$ cat src/hdl/ssd_pkg.sv
// Shared definitions for the seven-segment two-wire frame driver.
// Holds command bytes, item codes, the result struct and the hex-to-segment encoder.
// No dependencies.
package ssd_pkg;

  localparam int DIGIT_COUNT_DEF = 4;
  localparam int DIGIT_PORTS = 4;

  localparam logic FUNC_REQ  = 1'b0;
  localparam logic FUNC_TICK = 1'b1;

  localparam logic [7:0] CMD_DATA = 8'h40;
  localparam logic [7:0] CMD_ADDR = 8'hC0;
  localparam logic [7:0] CMD_CTRL = 8'h80;
  localparam logic [7:0] DOT_BIT  = 8'h80;

  typedef struct packed {
    logic clk_pull_low;
    logic dio_pull_low;
    logic busy_res;
    logic ack_level;
    logic transfer_end;
  } res_t;

  // Bit 0 is segment A through bit 6 segment G.
  function automatic logic [7:0] seg_encode(input logic [3:0] hex);
    logic [7:0] seg;
    case (hex)
      4'h0: seg = 8'h3F;
      4'h1: seg = 8'h06;
      4'h2: seg = 8'h5B;
      4'h3: seg = 8'h4F;
      4'h4: seg = 8'h66;
      4'h5: seg = 8'h6D;
      4'h6: seg = 8'h7D;
      4'h7: seg = 8'h07;
      4'h8: seg = 8'h7F;
      4'h9: seg = 8'h6F;
      4'hA: seg = 8'h77;
      4'hB: seg = 8'h7C;
      4'hC: seg = 8'h39;
      4'hD: seg = 8'h5E;
      4'hE: seg = 8'h79;
      default: seg = 8'h71;
    endcase
    return seg;
  endfunction

endpackage

$ cat src/hdl/seven_segment_two_wire_frame_driver.sv
// Seven-segment hex display driver that sends three open-drain two-wire frames per request.
// Takes one item per clock whenever full is low; each item gives exactly one result, which
// passes through the input queue and then through the sequencer into the result queue before it
// can be popped. The rate is set by the one-slot-per-item sequencer in ssd_back; when the result
// queue is full the sequencer waits and full rises once the input queue holds two items.
// A request latches four digits and the dot flag; each tick moves the bus by one bit-delay slot.
// Requests that arrive during a transfer are ignored but still answered. Depends on ssd_pkg,
// ssd_fifo, ssd_front and ssd_back.
module seven_segment_two_wire_frame_driver #(
  parameter int DIGIT_COUNT = ssd_pkg::DIGIT_COUNT_DEF
) (
  input  logic       clk,
  input  logic       rst,
  input  logic       push,
  output logic       full,
  input  logic       func,
  input  logic [3:0] digit_a,
  input  logic [3:0] digit_b,
  input  logic [3:0] digit_c,
  input  logic [3:0] digit_d,
  input  logic       colon_on,
  input  logic       dio_level,
  input  logic       cfg_write,
  input  logic [3:0] cfg_data,
  output logic       empty,
  input  logic       pop,
  output logic       clk_pull_low,
  output logic       dio_pull_low,
  output logic       busy_res,
  output logic       ack_level,
  output logic       transfer_end
);
  import ssd_pkg::*;

  localparam int ITEM_W = 2 + 8 * DIGIT_COUNT;

  logic              item_valid;
  logic [ITEM_W-1:0] item;
  logic              item_take;
  res_t              res;

  ssd_front #(.DIGIT_COUNT(DIGIT_COUNT), .ITEM_W(ITEM_W)) u_front (
    .clk        (clk),
    .rst        (rst),
    .push       (push),
    .full       (full),
    .func       (func),
    .digit_a    (digit_a),
    .digit_b    (digit_b),
    .digit_c    (digit_c),
    .digit_d    (digit_d),
    .colon_on   (colon_on),
    .dio_level  (dio_level),
    .item_valid (item_valid),
    .item       (item),
    .item_take  (item_take)
  );

  ssd_back #(.DIGIT_COUNT(DIGIT_COUNT), .ITEM_W(ITEM_W)) u_back (
    .clk        (clk),
    .rst        (rst),
    .item_valid (item_valid),
    .item       (item),
    .item_take  (item_take),
    .cfg_write  (cfg_write),
    .cfg_data   (cfg_data),
    .empty      (empty),
    .pop        (pop),
    .res        (res)
  );

  assign clk_pull_low = res.clk_pull_low;
  assign dio_pull_low = res.dio_pull_low;
  assign busy_res     = res.busy_res;
  assign ack_level    = res.ack_level;
  assign transfer_end = res.transfer_end;

endmodule

$ cat src/hdl/ssd_fifo.sv
// Two-entry first-in first-out queue built from two registers.
// Used between the front and back parts and on the result side; no dependencies.
module ssd_fifo #(
  parameter int WIDTH = 8
) (
  input  logic             clk,
  input  logic             rst,
  input  logic             push,
  input  logic [WIDTH-1:0] wdata,
  output logic             full,
  input  logic             pop,
  output logic [WIDTH-1:0] rdata,
  output logic             empty
);

  logic [1:0][WIDTH-1:0] ent;
  logic [1:0] count;
  logic wpos;
  logic do_push;
  logic do_pop;

  assign full    = (count == 2'd2);
  assign empty   = (count == 2'd0);
  assign do_push = push && !full;
  assign do_pop  = pop && !empty;
  // A push lands in the upper entry only when one item stays behind in the lower one.
  assign wpos    = count[0] && !do_pop;
  assign rdata   = ent[0];

  always_ff @(posedge clk) begin
    if (rst) begin
      count <= 2'd0;
    end else begin
      count <= count + {1'b0, do_push} - {1'b0, do_pop};
    end
  end

  always_ff @(posedge clk) begin
    if (do_push && !wpos) begin
      ent[0] <= wdata;
    end else if (do_pop) begin
      ent[0] <= ent[1];
    end
    if (do_push && wpos) begin
      ent[1] <= wdata;
    end
  end

endmodule

$ cat src/hdl/ssd_front.sv
// Front part: accepts input items, encodes the digits into segment bytes and queues them.
// Depends on ssd_pkg and ssd_fifo.
module ssd_front #(
  parameter int DIGIT_COUNT = ssd_pkg::DIGIT_COUNT_DEF,
  parameter int ITEM_W = 2 + 8 * DIGIT_COUNT
) (
  input  logic              clk,
  input  logic              rst,
  input  logic              push,
  output logic              full,
  input  logic              func,
  input  logic [3:0]        digit_a,
  input  logic [3:0]        digit_b,
  input  logic [3:0]        digit_c,
  input  logic [3:0]        digit_d,
  input  logic              colon_on,
  input  logic              dio_level,
  output logic              item_valid,
  output logic [ITEM_W-1:0] item,
  input  logic              item_take
);
  import ssd_pkg::*;

  typedef struct packed {
    logic                        func;
    logic                        dio_level;
    logic [DIGIT_COUNT-1:0][7:0] segs;
  } item_t;

  item_t cls;
  logic [DIGIT_PORTS-1:0][3:0] digits;
  logic q_empty;

  assign digits = {digit_d, digit_c, digit_b, digit_a};

  // Positions past the fourth go out blank; the dot only exists on position one.
  always_comb begin
    cls.func      = func;
    cls.dio_level = dio_level;
    for (int i = 0; i < DIGIT_COUNT; i++) begin
      if (i < DIGIT_PORTS) begin
        cls.segs[i] = seg_encode(digits[i % DIGIT_PORTS]);
      end else begin
        cls.segs[i] = 8'h00;
      end
      if (i == 1 && colon_on) begin
        cls.segs[i] = cls.segs[i] | DOT_BIT;
      end
    end
  end

  ssd_fifo #(.WIDTH(ITEM_W)) u_queue (
    .clk   (clk),
    .rst   (rst),
    .push  (push),
    .wdata (cls),
    .full  (full),
    .pop   (item_take),
    .rdata (item),
    .empty (q_empty)
  );

  assign item_valid = !q_empty;

endmodule

$ cat src/hdl/ssd_back.sv
// Back part: the frame sequencer that moves one bit-delay slot per tick item.
// Depends on ssd_pkg and ssd_fifo; results leave through a two-entry queue.
module ssd_back #(
  parameter int DIGIT_COUNT = ssd_pkg::DIGIT_COUNT_DEF,
  parameter int ITEM_W = 2 + 8 * DIGIT_COUNT
) (
  input  logic              clk,
  input  logic              rst,
  input  logic              item_valid,
  input  logic [ITEM_W-1:0] item,
  output logic              item_take,
  input  logic              cfg_write,
  input  logic [3:0]        cfg_data,
  output logic              empty,
  input  logic              pop,
  output ssd_pkg::res_t     res
);
  import ssd_pkg::*;

  localparam int BW = $clog2(DIGIT_COUNT + 2);
  localparam logic [BW-1:0] ADDR_FRAME_BYTES = BW'(DIGIT_COUNT + 1);

  localparam logic [1:0] PH_START = 2'd0;
  localparam logic [1:0] PH_BYTES = 2'd1;
  localparam logic [1:0] PH_STOP  = 2'd2;

  localparam logic [1:0] FR_DATA = 2'd0;
  localparam logic [1:0] FR_ADDR = 2'd1;
  localparam logic [1:0] FR_CTRL = 2'd2;

  localparam logic [4:0] SLOT_ACK_LOW  = 5'd24;
  localparam logic [4:0] SLOT_ACK_SAMP = 5'd25;
  localparam logic [4:0] SLOT_ACK_HOLD = 5'd26;
  localparam logic [4:0] SLOT_LAST     = 5'd27;

  typedef struct packed {
    logic                        func;
    logic                        dio_level;
    logic [DIGIT_COUNT-1:0][7:0] segs;
  } item_t;

  item_t in_item;
  logic out_full;

  logic [3:0] brightness;
  logic busy, busy_next;
  logic [1:0] phase, phase_next;
  logic [1:0] frame_index, frame_index_next;
  logic [BW-1:0] byte_index, byte_index_next;
  logic [BW-1:0] byte_inc;
  logic [4:0] slot, slot_next;
  logic [1:0] sub, sub_next;
  logic [7:0] shift_byte, shift_byte_next;
  logic [DIGIT_COUNT-1:0][7:0] segs, segs_next;
  logic last_ack, last_ack_next;
  logic clk_low, clk_low_next;
  logic dio_low, dio_low_next;
  logic xfer_end;
  logic [BW-1:0] frame_bytes;
  res_t res_in;

  assign in_item   = item;
  assign item_take = item_valid && !out_full;
  assign byte_inc  = byte_index + BW'(1);
  assign frame_bytes = (frame_index == FR_ADDR) ? ADDR_FRAME_BYTES : BW'(1);

  function automatic logic [7:0] pick_byte(input logic [1:0] fr, input logic [BW-1:0] bi,
                                           input logic [DIGIT_COUNT-1:0][7:0] sb,
                                           input logic [3:0] br);
    logic [7:0] b;
    b = 8'h00;
    if (fr == FR_DATA) begin
      b = CMD_DATA;
    end else if (fr == FR_ADDR) begin
      if (bi == BW'(0)) begin
        b = CMD_ADDR;
      end else begin
        for (int i = 0; i < DIGIT_COUNT; i++) begin
          if (bi == BW'(i + 1)) begin
            b = sb[i];
          end
        end
      end
    end else begin
      b = CMD_CTRL | {4'h0, br};
    end
    return b;
  endfunction

  always_comb begin
    busy_next        = busy;
    phase_next       = phase;
    frame_index_next = frame_index;
    byte_index_next  = byte_index;
    slot_next        = slot;
    sub_next         = sub;
    shift_byte_next  = shift_byte;
    segs_next        = segs;
    last_ack_next    = last_ack;
    clk_low_next     = clk_low;
    dio_low_next     = dio_low;
    xfer_end         = 1'b0;
    if (in_item.func == FUNC_REQ) begin
      if (!busy) begin
        segs_next        = in_item.segs;
        busy_next        = 1'b1;
        frame_index_next = FR_DATA;
        byte_index_next  = '0;
        slot_next        = 5'd0;
        sub_next         = 2'd0;
        phase_next       = PH_START;
      end
    end else if (busy) begin
      case (phase)
        PH_START: begin
          dio_low_next    = 1'b1;
          phase_next      = PH_BYTES;
          byte_index_next = '0;
          slot_next       = 5'd0;
          sub_next        = 2'd0;
          shift_byte_next = pick_byte(frame_index, '0, segs, brightness);
        end
        PH_BYTES: begin
          if (slot < SLOT_ACK_LOW) begin
            // Each data bit takes three slots: clock low, data set, clock release.
            case (sub)
              2'd0: clk_low_next = 1'b1;
              2'd1: dio_low_next = !shift_byte[0];
              default: begin
                clk_low_next    = 1'b0;
                shift_byte_next = {1'b0, shift_byte[7:1]};
              end
            endcase
            sub_next = (sub == 2'd2) ? 2'd0 : sub + 2'd1;
          end else if (slot == SLOT_ACK_LOW) begin
            clk_low_next = 1'b1;
            dio_low_next = 1'b0;
          end else if (slot == SLOT_ACK_SAMP) begin
            clk_low_next  = 1'b0;
            last_ack_next = in_item.dio_level;
          end else if (slot == SLOT_ACK_HOLD) begin
            if (!last_ack) begin
              dio_low_next = 1'b1;
            end
          end else begin
            clk_low_next = 1'b1;
          end
          if (slot >= SLOT_LAST) begin
            slot_next       = 5'd0;
            sub_next        = 2'd0;
            byte_index_next = byte_inc;
            if (byte_inc < frame_bytes) begin
              shift_byte_next = pick_byte(frame_index, byte_inc, segs, brightness);
            end else begin
              phase_next = PH_STOP;
            end
          end else begin
            slot_next = slot + 5'd1;
          end
        end
        default: begin
          if (slot == 5'd0) begin
            dio_low_next = 1'b1;
          end else if (slot == 5'd1) begin
            clk_low_next = 1'b0;
          end else begin
            dio_low_next = 1'b0;
          end
          if (slot >= 5'd2) begin
            slot_next  = 5'd0;
            phase_next = PH_START;
            if (frame_index >= FR_CTRL) begin
              frame_index_next = FR_DATA;
              busy_next        = 1'b0;
              xfer_end         = 1'b1;
            end else begin
              frame_index_next = frame_index + 2'd1;
            end
          end else begin
            slot_next = slot + 5'd1;
          end
        end
      endcase
    end
  end

  always_ff @(posedge clk) begin
    if (rst) begin
      brightness  <= 4'd15;
      busy        <= 1'b0;
      phase       <= PH_START;
      frame_index <= FR_DATA;
      byte_index  <= '0;
      slot        <= 5'd0;
      sub         <= 2'd0;
      shift_byte  <= 8'h00;
      last_ack    <= 1'b0;
      clk_low     <= 1'b0;
      dio_low     <= 1'b0;
    end else begin
      if (cfg_write) begin
        brightness <= cfg_data;
      end
      if (item_take) begin
        busy        <= busy_next;
        phase       <= phase_next;
        frame_index <= frame_index_next;
        byte_index  <= byte_index_next;
        slot        <= slot_next;
        sub         <= sub_next;
        shift_byte  <= shift_byte_next;
        last_ack    <= last_ack_next;
        clk_low     <= clk_low_next;
        dio_low     <= dio_low_next;
      end
    end
  end

  always_ff @(posedge clk) begin
    if (item_take) begin
      segs <= segs_next;
    end
  end

  always_comb begin
    res_in.clk_pull_low = clk_low_next;
    res_in.dio_pull_low = dio_low_next;
    res_in.busy_res     = busy_next;
    res_in.ack_level    = last_ack_next;
    res_in.transfer_end = xfer_end;
  end

  ssd_fifo #(.WIDTH($bits(res_t))) u_results (
    .clk   (clk),
    .rst   (rst),
    .push  (item_take),
    .wdata (res_in),
    .full  (out_full),
    .pop   (pop),
    .rdata (res),
    .empty (empty)
  );

  a_idle_at_start: assert property (@(posedge clk) disable iff (rst)
    !busy |-> (phase == PH_START && frame_index == FR_DATA))
    else $error("idle sequencer is not parked at the first frame start");

  a_slot_range: assert property (@(posedge clk) disable iff (rst)
    (phase == PH_BYTES) |-> (slot <= SLOT_LAST && byte_index < frame_bytes))
    else $error("byte slot or byte index out of range");

  a_busy_end: assert property (@(posedge clk) disable iff (rst)
    ($fell(busy) && $past(!rst)) |->
      $past(item_take && in_item.func == FUNC_TICK && phase == PH_STOP &&
            frame_index == FR_CTRL))
    else $error("transfer ended outside the last stop slot");

  a_end_not_busy: assert property (@(posedge clk) disable iff (rst)
    (item_take && xfer_end) |=> !busy)
    else $error("busy still set after transfer end");

endmodule
$ cat config.mk
export PLATFORM = sky130hd
export DESIGN_NAME = seven_segment_two_wire_frame_driver
export DESIGN_NICKNAME = d
export VERILOG_FILES = /design/src/hdl/ssd_pkg.sv /design/src/hdl/seven_segment_two_wire_frame_driver.sv /design/src/hdl/ssd_fifo.sv /design/src/hdl/ssd_front.sv /design/src/hdl/ssd_back.sv
export SDC_FILE = /design/constraint.sdc
export NUM_CORES = 1
export LEC_CHECK = 0
export BUFFER_PORTS_ARGS = -buffer_cell sky130_fd_sc_hd__buf_2
export CORE_ASPECT_RATIO = 0.9
export CORE_MARGIN = 2
export CORE_UTILIZATION = 56
export DETAILED_ROUTE_END_ITERATION = 7
export PLACE_DENSITY = 0.78
export SYNTH_ARGS = -nofsm -noshare
export SYNTH_HDL_FRONTEND = slang
export SYNTH_SLANG_ARGS = --single-unit
$ cat constraint.sdc
create_clock -name clk -period 2.3 [get_ports clk]
set_input_delay 0.23 -clock clk [delete_from_list [all_inputs] [get_ports clk]]
set_output_delay 0.23 -clock clk [all_outputs]
set_load 0.01 [all_outputs]
==> Yosys cells after proc, flatten, opt, wreduce, memory -nomap -nowiden <==
Memories as Yosys holds them, arrays and structs flattened.
Index checks and enable logic that the tools add are counted.
{ "totals": {"out_inout_bits": 7, "mem_bits_ro": 448, "wordCells": 188, "in_bits": 28, "ff_bits": 144, "mem_count": 4} }
{ "op_classes": {"muxes": 86, "bitwise_logic": 2, "eq_ne": 23, "magnitude_cmp": 5, "n_reduce_logical": 39, "addsub": 8} }
{ "memory_table": {"columns": ["name", "depth", "width", "read_ports", "rd_clocked_by_memory_dff", "write_ports", "line_no", "text"], "rows": [
  ["(name not given)", 16, 7, 1, 0, 0, "ssd_pkg.sv:28", "case (hex)"],
  ["(name not given)", 16, 7, 1, 0, 0, "ssd_pkg.sv:28", null],
  ["(name not given)", 16, 7, 1, 0, 0, "ssd_pkg.sv:28", null],
  ["(name not given)", 16, 7, 1, 0, 0, "ssd_pkg.sv:28", null]
]} }
{ "op_table": {"columns": ["operator", "n"], "rows": [
  ["8-bit 2-to-1 mux", 13],
  ["34-bit 2-to-1 mux", 2],
  ["5-bit 2-to-1 mux", 7],
  ["1-bit 2-to-1 mux", 34],
  ["2-bit 2-to-1 mux", 16],
  ["8-bit case mux with 2 select lines", 1],
  ["5-bit == test (second input constant)", 3],
  ["3-bit 2-to-1 mux", 5],
  ["5-bit AND reduction", 3],
  ["1-bit logical AND", 11],
  ["2-bit zero test", 5],
  ["5-bit case mux with 2 select lines", 1],
  ["1-bit zero test", 9],
  ["3-bit inequality test (second input constant)", 3],
  ["4-bit inequality test (second input constant)", 2],
  ["2-bit case mux with 2 select lines", 2],
  ["7-bit 2-to-1 mux", 1],
  ["2-bit by 1-bit == test with 1-bit output (second input constant)", 3],
  ["2-bit == test (second input constant)", 3],
  ["3-bit by 2-bit == test with 1-bit output (second input constant)", 2],
  ["2-bit inequality test (second input constant)", 3],
  ["1-bit case mux with 2 select lines", 3],
  ["3-bit case mux with 2 select lines", 1],
  ["3-bit AND reduction", 2],
  ["21 further kinds", 28]
]} }

==> Depth between registers and ports, before layout <==
{ "logic_depth": {"ltp_word": 12, "ltp_mapped": 10, "mapped_depth_nobuf": 9} }

==> Hierarchy <==
A second synthesis with hierarchy kept.
{ "unflattened": {"cells_unflattened": 661, "hier_area_um2": 7858.8} }
{ "modules_own_cells": {"columns": ["module", "seq_area_each_um2", "instances", "area_each_um2", "cells_per_inst"], "rows": [
  ["ssd_back", 1561.5, 1, 3280.6, 326],
  ["ssd_fifo (u_front.u_queue)", 2082.0, 1, 2987.9, 158],
  ["ssd_front", 0.0, 1, 1011.0, 138],
  ["ssd_fifo (u_back.u_results)", 340.3, 1, 579.3, 39]
]} }

==> Worst setup path before layout <==
Ideal clock, no wire load.
{ "synth_timing": {"path_type": "flip-flop to flip-flop", "start": "register u_front.u_queue.count[1]", "end": "register u_front.u_queue.ent, in the netlist u_front.u_queue.rdata[0], enable pin", "setup_slack_ns": 0.035, "path_buffers": 2, "stages_incl_launch_ff": 7, "synth_period_minus_slack_ns": 2.265, "t_arrival_ns": 1.793, "setup_time_ns": 0.472, "required_time_ns": 1.828, "path_cell_list": "dfxtp_1 > nor2b_1 > nand2b_1 > a21o_1 > clkbuf_1 > buf_2 > nand2_1"} }
{ "synth_between": {"word_cells_on_any_way": 12, "cone_classes": "eq/ne (1); reduce/logical (11)"} }
{ "synth_rtl": {"columns": ["element", "line_no", "text"], "rows": [
  ["start: declaration", "ssd_fifo.sv:17", "logic [1:0] count;"],
  ["start signal: assignment", "ssd_fifo.sv:34", "count <= count + {1'b0, do_push} - {1'b0, do_pop};"],
  ["2-bit == test", "ssd_fifo.sv:22", "assign full = (count == 2'd2);"],
  ["via full", "seven_segment_two_wire_frame_driver.sv:15", "output logic full,"],
  ["1-bit zero test", "ssd_fifo.sv:24", "assign do_push = push && !full;"],
  ["1-bit logical AND", "ssd_fifo.sv:24", null],
  ["1-bit logical AND", "ssd_fifo.sv:39", "if (do_push && !wpos) begin"],
  ["2-bit nonzero test (no source line)", null, null],
  ["end: declaration", "ssd_fifo.sv:16", "logic [1:0][WIDTH-1:0] ent;"]
]} }
The timed path passes the listed nets, and every way through them passes these cells.
A chain may end at the register's enable or synchronous reset.

==> Final worst setup path <==
{ "layout_timing": {"start": "register u_back.byte_index[1]", "end": "register u_back.shift_byte[3]"} }
{ "layout_between": {"elab_chain_cells": 12, "word_cells_on_any_way": 17, "cone_classes": "add/sub (1); order compare (1); eq/ne (4); mux (10); reduce/logical (1)"} }
{ "layout_rtl": {"columns": ["element", "line_no", "text"], "rows": [
  ["start: declaration", "ssd_back.sv:49", "logic [BW-1:0] byte_index, byte_index_next;"],
  ["start signal: assignment", "ssd_back.sv:208", "byte_index <= byte_index_next;"],
  ["3-bit by 1-bit adder with 3-bit output *", "ssd_back.sv:64", "assign byte_inc = byte_index + BW'(1);"],
  ["3-bit by 1-bit == test with 1-bit output", "ssd_back.sv:79", "if (bi == BW'(i + 1)) begin"],
  ["8-bit 2-to-1 mux (4 in a row)", "ssd_back.sv:79", null],
  ["8-bit 2-to-1 mux", "ssd_back.sv:75", "if (bi == BW'(0)) begin"],
  ["8-bit 2-to-1 mux", "ssd_back.sv:74", "end else if (fr == FR_ADDR) begin"],
  ["8-bit 2-to-1 mux", "ssd_back.sv:72", "if (fr == FR_DATA) begin"],
  ["8-bit 2-to-1 mux *", "ssd_back.sv:152", "if (byte_inc < frame_bytes) begin"],
  ["8-bit 2-to-1 mux *", "ssd_back.sv:148", "if (slot >= SLOT_LAST) begin"],
  ["8-bit case mux with 2 select lines *", "ssd_back.sv:114", "case (phase)"],
  ["end signal: assignment", "ssd_back.sv:211", "shift_byte <= shift_byte_next;"],
  ["end: declaration", "ssd_back.sv:53", "logic [7:0] shift_byte, shift_byte_next;"]
]} }
Every way passes the cells marked *; elsewhere a longest branch is shown, timed or not.

==> flow_summary_export.csv <==
group,metric,value,unit
outcome,status,"complete, no violations",
critical_path,end_kind,"flip-flop",
cts,cts_buffers,17,
critical_path,reg2reg_slack,0.05,ns
critical_path,rr_endpoint,"u_back.shift_byte[3]$_SDFFE_PP0P_",
logic_synthesis,synthTopCellsByArea,"edfxtp_1, dfxtp_1, ha_1, mux2_1, a21oi_1",
critical_path,required,2.66,ns
grt,met3_usage,5.76,%
place,dpl.cell_count,796,
grt,antenna_found_initial,0,
drt,viasPerCell,5.95,
sta,finClkSkew,0.00815,ns
drt,first_pass_iters,5,
logic_synthesis,synth_async_sr_flop_share,0,%
drt,drcViolationCount,0,
worst_hold_path,hp-class,"primary input to flip-flop",
place,port_buffers,34,
pwr,power_frac_clock,31.3,%
logic_synthesis,syn_inst,614,
logic_synthesis,post-synth-top-area-fraction,43.6,%
cells_and_area,finish.instance_area,8040,um2
critical_path,cp_max_fo,5,
cts,clockBufferDepth,2,
logic_synthesis,yosys.area.top_type,"edfxtp_1",
sta,drv_slew,0,
sta,rsz0062_at_grt,"yes",
cts,cts_tree,"yes",
logic_synthesis,synth.cell_area,6960,um2
cells_and_area,seqCellArea,3710,um2
place,dpl_cell_area,7390,um2
cts,path_clk_slew,0.06,ns
logic_synthesis,synth_warnings,0,
pwr,internal-power,0.00537,W
critical_path,critical_path_class,"flip-flop to flip-flop",
sta,min_period,2.25,ns
logic_synthesis,seq_area_frac_synth,53.3,%
floorplan,initial_core_util,57.7,%
pwr,p_leak,2.98,nW
cts,cts_sinks,135,
floorplan,design.die.area,13300,um2
drt,routedWlPerCell,16.7,um
sta,slew_headroom,51.7,%
critical_path,r2r_start,"u_back.byte_index[1]$_SDFFE_PP0P_",
floorplan,die_w,122,um
grt,grt_busiest_layer,"met2",
drt,num_vias,4956,
cells_and_area,antennaDiodeCount,0,
cts,insertion_delay,0.42,ns
cells_and_area,multiInputGateArea,3020,um2
logic_synthesis,syn-num-nets,686,
sta,worst_slew_pin_slew,0.724,ns
grt,grt_overflow_total,0,
grt,grt_pass1_wl,22.5,mm
worst_hold_path,hold_end,"u_front.u_queue.ent[67]$_DFFE_PP_",
floorplan,rows,38,
sta,finalCritPeriodShare,97.7,%
floorplan,dieHeight,110,um
pwr,switchingPower,0.00230,W
cells_and_area,num-fill-cells,881,
pwr,p_per_area,954,nW/um2
pwr,peakVddDrop,0.593,mV
cts,root_buffer,"clkbuf_16",
pwr,swShare,30.0,%
sta,setup_violations,0,
grt,grtUsageTotal,21.9,%
critical_path,reg2reg_depth,8,
sta,setup_tns,0,ns
logic_synthesis,synth-main-ff-cell,"edfxtp_1",
logic_synthesis,ys_ff_latch,135,
critical_path,cp.arrival,2.61,ns
place,globalplace.congestion,0.889,
sta,fin_hold_ws,0.00962,ns
grt,grt_max_degree,37,
floorplan,pin_count,35,
run,maxCapViolCount,0,
worst_hold_path,hp-start,"func",
floorplan,coreArea,12100,um2
critical_path,crit_path_start_kind,"flip-flop",
pwr,combPwrFrac,23.0,%
cells_and_area,fin_cells,833,
logic_synthesis,yosysUniqueCellTypes,63,
pwr,p_seq_share,45.7,%
cells_and_area,nets,732,
place,hpwl,9.43,mm
cells_and_area,layout-drive-gt1-share,18.9,%
worst_hold_path,hold_depth,1,
drt,drt_iter0_markers,407,
cells_and_area,area_delta_synth_final,15.4,%
sta,finalHoldViolCount,0,
drt,ant_nets,0,
sta,max_freq,445,MHz
cells_and_area,fin_util,66.5,%
cts,htree_levels,4,
grt,grt_use_met2,36.4,%
grt,grt_use_met1,26.8,%
grt,grt_pass1_vias,4780,
logic_synthesis,synth-edff-count,101,
drt,routed_wl,13.9,mm
logic_synthesis,synth_area_per_cell,11.3,um2
[per-layer routing]
metal	wire length [um]	vias to the layer above
met5	0	-
met4	294	0
met3	808	29
met2	6910	164
met1	5910	2395
li1	-	2368
[Yosys cell counts, types with 11 or more instances]
cell type and instances:
mux2i_1 11, edfxtp_1 101, a21oi_1 49, nor2b_1 18, nor2_1 40, mux2_1 27, nand2_1 36, inv_1 38
o21ai_0 19, dfxtp_1 34, ha_1 44, clkbuf_1 23, nand2b_1 12, nand3_1 12
[registers in the layout (all words and copies together) (netlist names)]
register	cells
u_front.u_queue.rdata	31
u_back.u_results.rdata	5
u_front.u_queue.count	2
u_back.u_results.count	2
u_front.u_queue.ent	31
u_back.busy	1
u_back.dio_low	1
u_back.brightness	4
u_back.frame_index	2
u_back.byte_index	3
u_back.slot	5
u_back.u_results.ent	5
u_back.last_ack	1
u_back.clk_low	1
u_back.shift_byte	8
u_back.phase	2
u_back.sub	2
u_back.segs	29
[metrics by stage]
step / setup WS (ns) / power [W]
floorplan: 0.0354 / 0.00463
global placement: 0.0314 / 0.00518
detailed placement: -0.0188 / 0.00527
CTS: -0.00725 / 0.00768
global route: -0.0464 / 0.00804
finish: 0.0521 / 0.00767
[critical path, cell delays in order (launching register included)]
cell and delay, ns:
dfxtp_1 0.32, ha_2 0.20, xnor2_2 0.18, inv_2 0.08, ha_4 0.26, a2111oi_4 0.43, nor2_2 0.15, a2111oi_2 0.40
a22o_1 0.19
[cell families after synthesis]
group           Yosys count  synth area share (%)
fa+ha+maj                44                  7.91
simple gates            156                  11.2
mux                      48                  7.73
xor+xnor                  5                 0.629
compound gates          150                  14.8
buf+inv                  76                  4.37
flops                   135                  53.3
[placed cells by master (no fill, tap or decap), types with 4 or more instances in the layout]
master      synthesis  layout
mux2_1             27      27
clkinvlp_4          0       4
buf_2               8      35
a22oi_1             4       4
a211oi_1            9       9
nand3_1            12      12
nand2b_1           12      11
a221oi_1           10      10
o21ai_1             6       6
inv_1              38      38
clkinv_2            0       4
o21ai_0            19      19
edfxtp_1          101     101
or3_1               4       4
or4_1               5       5
and2_1              4       4
ha_1               44      42
nor2b_1            18      17
a31oi_1             6       6
mux2_2              9       9
inv_2               5       5
dfxtp_1            34      34
a211o_1             8       8
nor3_1             10      10
a22o_1              5       5
clkbuf_16           0      17
nand4_1             4       4
mux2i_1            11      11
a21oi_1            49      48
nand2_1            36      36
nor2_1             40      39
buf_4               0      20
[repair_timing]
item / 4_1_cts / 5_1_grt
setup endpoints to repair: 2 / 9
buffers inserted: 0 / 2
cloned: 0 / 1
resized for setup: 2 / 13
hold buffers: 2 / 0
hold endpoints to repair: 2 / 0
pin swaps: 0 / 5
[final cells by class]
cell class	instances	share of cell area (%)
clock buffers	18	5.34
clock inverters	14	1.28
inverters	43	2.01
multi-input cells	403	37.6
flip-flops and latches	135	46.2
well taps	160	2.49
repair buffers	60	5.04
[how the worst max path moves through the flow]
| stage | slack [ns] | startpoint | cells after the start | endpoint |
|---|---|---|---|---|
| 3_5_place_dp | -0.02 | u_back.byte_index[0]$_SDFFE_PP0P_ | 8 | u_back.shift_byte[2]$_SDFFE_PP0P_ |
| 6_report | 0.05 | u_back.byte_index[1]$_SDFFE_PP0P_ | 8 | u_back.shift_byte[3]$_SDFFE_PP0P_ |
| 4_1_cts | -0.007 | u_back.byte_index[0]$_SDFFE_PP0P_ | 8 | u_back.shift_byte[3]$_SDFFE_PP0P_ |
| 3_3_place_gp | 0.03 | u_back.byte_index[0]$_SDFFE_PP0P_ | 8 | u_back.shift_byte[3]$_SDFFE_PP0P_ |
| 2_1_floorplan | 0.04 | u_front.u_queue.count[1]$_SDFF_PP0_ | 6 | u_front.u_queue.rdata[0]$_DFFE_PP_ |
| 5_1_grt | -0.05 | u_back.byte_index[1]$_SDFFE_PP0P_ | 9 | u_back.shift_byte[6]$_SDFFE_PP0P_ |
[power groups by stage]
stage	combinational [W]	clock (W)	sequential, W
2_1_floorplan	0.00112	0	0.00351
4_1_cts	0.00174	0.00244	0.00350
3_5_place_dp	0.00172	0	0.00355
6_report	0.00176	0.00240	0.00350
3_3_place_gp	0.00165	0	0.00353
5_1_grt	0.00196	0.00253	0.00355
Power figures use the tool's default switching activity.
